--- src/design/iprf_pkg.sv ---
// ----------------------------------------------------------------------------
// iprf_pkg: shared types and constants of the range-rule packet filter
// Holds the rule record, header constants and verdict codes.
// ----------------------------------------------------------------------------
`default_nettype none

package iprf_pkg;

  localparam int unsigned RuleCountDefault = 64;

  localparam logic [7:0]  ProtoIcmp   = 8'd1;
  localparam logic [7:0]  ProtoTcp    = 8'd6;
  localparam logic [7:0]  ProtoUdp    = 8'd17;
  localparam logic [15:0] EtherIpv4   = 16'h0800;
  localparam logic [16:0] MinIpFrame  = 17'd34;
  localparam logic [16:0] EthLen      = 17'd14;
  localparam logic [16:0] TcpLen      = 17'd20;
  localparam logic [16:0] SmallL4Len  = 17'd8;

  localparam logic [1:0] VerdictPass  = 2'd0;
  localparam logic [1:0] VerdictDrop  = 2'd1;
  localparam logic [1:0] VerdictWrite = 2'd2;

  localparam logic [1:0] WordCtrl = 2'd0;
  localparam logic [1:0] WordSrc  = 2'd1;
  localparam logic [1:0] WordDst  = 2'd2;
  localparam logic [1:0] WordPort = 2'd3;

  typedef struct packed {
    logic        en;
    logic        used;
    logic [7:0]  proto;
    logic [63:0] src;
    logic [63:0] dst;
    logic [63:0] ports;
  } rule_t;

  // Header summary travelling along the cell row.
  typedef struct packed {
    logic [7:0]  proto;
    logic        present;
    logic [31:0] saddr;
    logic [31:0] daddr;
    logic [15:0] sport;
    logic [15:0] dport;
  } hdr_t;

endpackage : iprf_pkg

`default_nettype wire

--- src/design/iprf_cell.sv ---
// ----------------------------------------------------------------------------
// iprf_cell: one rule slot of the filter
// Stores one rule, writes it on command and tests a header against it.
// ----------------------------------------------------------------------------
`default_nettype none

module iprf_cell
  import iprf_pkg::*;
#(
  parameter int unsigned IdxW      = 6,
  parameter int unsigned Slot      = 0
) (
  input  wire logic            clk_i,
  input  wire logic            rst_ni,
  input  wire logic            wr_en_i,
  input  wire logic [IdxW-1:0] wr_idx_i,
  input  wire logic [1:0]      wr_sel_i,
  input  wire logic [63:0]     wr_val_i,
  input  wire hdr_t            hdr_i,
  output logic                 used_o,
  output logic                 hit_o
);

  rule_t rule_q;
  logic  sel;
  logic  addr_ok, l4_ok;

  assign sel = wr_en_i && (wr_idx_i == IdxW'(Slot));

  // Control bits reset so the slot reads unused; ranges reset to zero.
  always_ff @(posedge clk_i or negedge rst_ni) begin
    if (!rst_ni) begin
      rule_q <= '0;
    end else if (sel) begin
      case (wr_sel_i)
        WordCtrl: begin
          rule_q.en    <= wr_val_i[0];
          rule_q.used  <= wr_val_i[1];
          rule_q.proto <= wr_val_i[15:8];
        end
        WordSrc:  rule_q.src   <= wr_val_i;
        WordDst:  rule_q.dst   <= wr_val_i;
        default:  rule_q.ports <= wr_val_i;
      endcase
    end
  end

  always_comb begin
    addr_ok = (hdr_i.saddr >= rule_q.src[31:0]) && (hdr_i.saddr <= rule_q.src[63:32])
           && (hdr_i.daddr >= rule_q.dst[31:0]) && (hdr_i.daddr <= rule_q.dst[63:32]);
    if (rule_q.proto == ProtoTcp || rule_q.proto == ProtoUdp) begin
      l4_ok = (hdr_i.proto == rule_q.proto) && hdr_i.present
           && (hdr_i.sport >= rule_q.ports[15:0]) && (hdr_i.sport <= rule_q.ports[31:16])
           && (hdr_i.dport >= rule_q.ports[47:32]) && (hdr_i.dport <= rule_q.ports[63:48]);
    end else if (rule_q.proto == ProtoIcmp) begin
      l4_ok = (hdr_i.proto == ProtoIcmp) && hdr_i.present;
    end else begin
      l4_ok = 1'b1;
    end
  end

  assign used_o = rule_q.used;
  assign hit_o  = rule_q.en && addr_ok && l4_ok;

endmodule : iprf_cell

`default_nettype wire

--- config.mk ---
export PLATFORM = sky130hd
export DESIGN_NAME = iprf_cell
export DESIGN_NICKNAME = d
export VERILOG_FILES = /design/src/design/iprf_pkg.sv /design/src/design/iprf_cell.sv
export SDC_FILE = /design/constraint.sdc
export NUM_CORES = 1
export LEC_CHECK = 0
export BUFFER_PORTS_ARGS = -buffer_cell sky130_fd_sc_hd__buf_2
export CORE_MARGIN = 2
export CORE_UTILIZATION = 45
export DETAILED_ROUTE_END_ITERATION = 8
export PLACE_DENSITY = 0.67
export SYNTH_ARGS = -nofsm -noshare
export SYNTH_HDL_FRONTEND = slang
export SYNTH_SLANG_ARGS = --single-unit
--- constraint.sdc ---
create_clock -name clk_i -period 2.95 [get_ports clk_i]
set_input_delay 0.4425 -clock clk_i [delete_from_list [all_inputs] [get_ports clk_i]]
set_output_delay 0.4425 -clock clk_i [all_outputs]
set_load 0.01 [all_outputs]
# Yosys cells after proc, flatten, opt, wreduce, memory -nomap -nowiden
# Cells that the tools add are included.
# op_classes
mux	2
bitwise_logic	1
n_eq_ne	7
magnitude_cmp	8
reduce_logical	20
# ops
op	n
greater-or-equal comparator 32 bit	2
less-or-equal comparator 32 bit	2
greater-or-equal comparator 16 bit	2
less-or-equal comparator 16 bit	2
equality test 8 x 1 -> 1 bit, second input constant	2
logical AND 1 bit	12
equality test 8 x 3 -> 1 bit, second input constant	1
equality test 8 x 5 -> 1 bit, second input constant	1
equality test 8 bit	1
AND reduction 2 bit	4
zero test 6 bit	1
OR reduction 3 bit	1
equality test 2 x 1 -> 1 bit, second input constant	1
equality test 2 bit, second input constant	1
zero test 2 bit	1
two-way mux 1 bit	2
logical OR 1 bit	1
inverter 1 bit	1
# totals
elab_cells	44
output_inout_bits	2
register_bits	202

# Longest topological paths before layout
# depth
word_depth	8
depth_mapped	9
ltp_nobuf	9

# Worst setup path before layout
# OpenSTA, ideal clock, no wires.
# synth_timing
path_kind	in2out
start	in hdr_i[73] in the netlist's numbering
end	out hit_o
t_arrival_ps	2344
slack_ps	163
stages	8
path_cell_list	ha_1 -> a21o_1 -> a21o_1 -> a221oi_1 -> o211ai_1 -> a2111oi_0 -> o2111ai_1 -> nor4_1
# synth_between
elab_chain_len	6
# synth_lines
element	line	rtl
start, declared	iprf_cell.sv:19	input wire hdr_t hdr_i,
greater-or-equal comparator 32 bit or less-or-equal comparator 32 bit (tied branches)	iprf_cell.sv:49	addr_ok = (hdr_i.saddr >= rule_q.src[31:0]) && (hdr_i.saddr <= rule_q.src[63:32])
logical AND 1 bit (*)	iprf_cell.sv:49	
logical AND 1 bit (*) (2 in series)	iprf_cell.sv:50	&& (hdr_i.daddr >= rule_q.dst[31:0]) && (hdr_i.daddr <= rule_q.dst[63:32]);
logical AND 1 bit (*) (2 in series)	iprf_cell.sv:63	assign hit_o = rule_q.en && addr_ok && l4_ok;
end, declared	iprf_cell.sv:21	output logic hit_o
# Mark *: on every way between the ends. The rest lies on a longest branch, timed or not.

# Worst setup path in the final report
# layout_timing
start	reg rule_q[165] in the netlist's numbering
end	out hit_o
# layout_between
elab_chain_len	6
# layout_lines
element	line	rtl
start, declared	iprf_cell.sv:24	rule_t rule_q;
less-or-equal comparator 32 bit	iprf_cell.sv:49	
logical AND 1 bit	iprf_cell.sv:49	
logical AND 1 bit (2 in series)	iprf_cell.sv:50	
logical AND 1 bit (2 in series)	iprf_cell.sv:63	
# Every way passes these cells.

==> run metrics <==
outcome complete, but fails checks; failing checks setup timing; Worst path max stage delay roughly 400 ps; worst hold path depth 2; Placed Area 0.0144 mm2; hold_sp wr_val_i[24]; io pins between 150 and 200; fin area about 0.015 mm2; maximum vdd ir drop between 0.0002 and 0.0003 V; Worst Tran Pin Value 928 ps; Starting Density between 40% and 50%; Clock Pin Slew Worst Setup and Hold Paths around 60 ps; flop and latch count out of synthesis roughly 200; Worst EP arrival 2990 ps; hold crit path type in2reg; vias in the first global route 9299; placed wire-length estimate ~26000 um; WHS Endpoint rule_q[152]; Syn Area/Cell between 10 and 15 um2; endpoint type of the worst setup path output port; power density over the cells between 400 and 500 mW/mm2; Core Util, Final 55.5%; Core Rows between 60 and 70; share of post-route cells with drive strength above 1 between 30% and 40%; CP max FO 2; Post-Synthesis Cell Area approximately 0.013 mm2; worst r2r dst rule_q[121]; total number of vias 9134; DRC viols 0; Net Switching 0.00182 W; Final WS setup -487 ps; CP required 2510 ps; Sw Ratio 25.9%; # clock sinks just over 200; register area share after synthesis about two fifths; r2r setup slk 2070 ps; Num CTS Buffers 23; Slew Viols, Final 0; worst slack, placed -488 ps; TNS Setup -487 ps; Placer Congestion 0.953; worst r2r src rule_q[121]; crit path launch type flip-flop; Die W 172 um; # H-tree levels 1; Final period util 117%; most used flip-flop cell after synthesis dfrtp_1; Die Area about 0.03 mm2; DR pass1 iterations 4; Clock Path Buffers 3; Skew-Pair Late Insertion Delay 500 ps; Cell Chain, Critical Path inv_2 > ha_4 > a21oi_2 > o21ai_1 > a221oi_2 > o211ai_1 > a2111oi_2 > o2111ai_1 > nor4_2 > buf_4 > buf_6; clock share of power 41.9%; Port-buffer cells roughly 180; Mapped Nets around 1500; Slowest cell on crit path a2111oi_2; placed insts 1715; Syn-to-layout area delta 21.4%; number of synthesized flops with an enable pin 0; initial antenna violation count 9; maxcap violations 0; Slew headroom a little under two fifths; Total Routing Usage GR 22.3%; distinct cell type count after synthesis 48; GRT overflow 0; unrepaired setup endpoints after global routing yes; Int Power between 0.005 and 0.006 W; Post-Synthesis Cells between 1000 and 1500; first-pass GRT wire length 50200 um; minimum clock period roughly 3400 ps; Routed WL per cell 18.6 um; Seq pwr share ~43%; Core Footprint between 0.02 and 0.03 mm2; largest net degree at the start of global routing 74; clock skew 0 ps; Via density approximately 5.2; CTS tree yes; Die Span Y ~170 um; fraction of registers with async set/reset between 90% and 100%; Post-Layout Cell Count 1767; Final setup viols 1; clock root buffer clkbuf_16; DR iter-0 viols approximately 390; Detailed Route WL 32900 um; fmax around 290 MHz; final hold vios 0; Final #Nets around 1700; Warnings, synthesis 0; combinational fraction of design power between 10% and 20%; WS Path Type reg2out; leakage ~7.7 nW; Routed Antenna Nets 0; worst r2r path cells 2
==> worst max path at each step <==
stage          endpoint  slack (ps)         from
2_1_floorplan     hit_o         160    hdr_i[73]
3_3_place_gp      hit_o        -450    hdr_i[39]
3_5_place_dp      hit_o        -490    hdr_i[32]
4_1_cts           hit_o        -580   rule_q[64]
5_1_grt           hit_o        -680  rule_q[165]
6_report          hit_o        -490  rule_q[165]
==> layer usage <==
layer	GRT usage [%]	wire length, um	up-vias
li1	-	-	4459
met1	30.2	15000	4377
met2	36.2	15000	231
met3	2.72	1510	65
met4	9.10	1280	2
met5	0	16	-
==> kinds of logic (layout without fill, tap and decap cells) <==
logic type	Yosys count	count (layout)	synth area share, %
adder cells (fa/ha/maj)	192	192	18.9
buffers and inverters	212	480	7.06
AND/OR/NAND/NOR	141	141	6.13
other	0	8	0
XOR/XNOR	8	8	0.552
AO/OA/AOI/OAI	156	156	7.86
flip-flops	202	202	39.8
multiplexers	202	202	19.7
==> power groups by stage <==
stage / Clock, W / Combinational, W / Sequential (W)
2_1_floorplan: 0 / 0.000568 / 0.00300
3_3_place_gp: 0 / 0.00102 / 0.00302
3_5_place_dp: 0 / 0.00106 / 0.00303
4_1_cts: 0.00300 / 0.00108 / 0.00298
5_1_grt: 0.00313 / 0.00125 / 0.00300
6_report: 0.00294 / 0.00110 / 0.00298
==> worst max-delay path: cells and delay by family, from the launching register on <==
family / cells / cell delay [ps]
AOI/OAI and AO/OA: 6 / 1240
adders and majority gates: 1 / 200
buffers and inverters: 3 / 350
DFF: 1 / 390
and+or+nand+nor: 1 / 300
==> synthesized netlist by cell type, types with 2 or more instances <==
library cell	n	share of area, %
nand4_1	31	1.5
nand3_1	13	0.51
buf_2	9	0.35
o31ai_1	6	0.35
ha_1	192	19
a21boi_0	2	0.12
a21o_1	21	1.2
a2111oi_0	5	0.34
nand2b_1	3	0.15
mux2_2	82	7.3
nor4_1	6	0.30
nand3b_1	5	0.30
and4_1	7	0.48
nor3b_1	2	0.12
o21a_1	3	0.18
inv_1	191	5.6
nor2b_1	5	0.25
a211o_1	2	0.14
a31oi_1	3	0.15
a21oi_1	56	2.2
nor2_1	23	0.68
dfrtp_1	202	40
o21ai_0	24	0.95
or4_1	2	0.12
mux2_4	60	7.1
a211oi_1	9	0.53
a41oi_1	2	0.14
nand2_1	32	0.95
xor2_1	7	0.48
nor3_1	6	0.24
o211ai_1	10	0.59
buf_6	12	1.1
mux2_1	60	5.3
a221oi_1	6	0.41
==> metrics by stage <==
stage / hold WS, ps / total power [W]
2_1_floorplan: 147 / 0.00357
3_3_place_gp: 475 / 0.00404
3_5_place_dp: 482 / 0.00409
4_1_cts: 167 / 0.00706
5_1_grt: 171 / 0.00738
6_report: 179 / 0.00702
==> sequential cells by signal, summed over array words and instances (netlist names) <==
name and count:
used_o 1, rule_q 201
==> final cells by class <==
cell class	instances	area, um2
fill	2436	12400
multi-input combinational	699	6920
sequential	202	5050
timing repair buffer	248	1460
inverter	191	717
clock buffer	28	624
tap	378	473
clock inverter	13	155
antenna	8	20.0
==> cells in the final DEF (no fill, tap or decap), drive strengths merged, types with 5 or more instances in the layout <==
master / count
nand2: 32
and4: 7
nor2: 23
nor3: 6
clkinv: 5
dfrtp: 202
mux2: 202
buf: 246
o31ai: 6
o211ai: 10
nor2b: 5
clkbuf: 29
a21o: 21
nand4: 31
nor4: 7
a2111oi: 5
diode: 8
a211oi: 9
inv: 193
a21oi: 56
xor2: 7
nand3b: 5
a221oi: 6
ha: 192
nand3: 14
o21ai: 24
==> what timing repair did <==
action	CTS	global route
buffers inserted	0	2
pin swaps	9	14
hold endpoints to repair	57	0
hold buffers	1	0
setup endpoints to repair	1	1
resized for setup	12	28
Note: power is estimated with default switching activity, not from simulation.
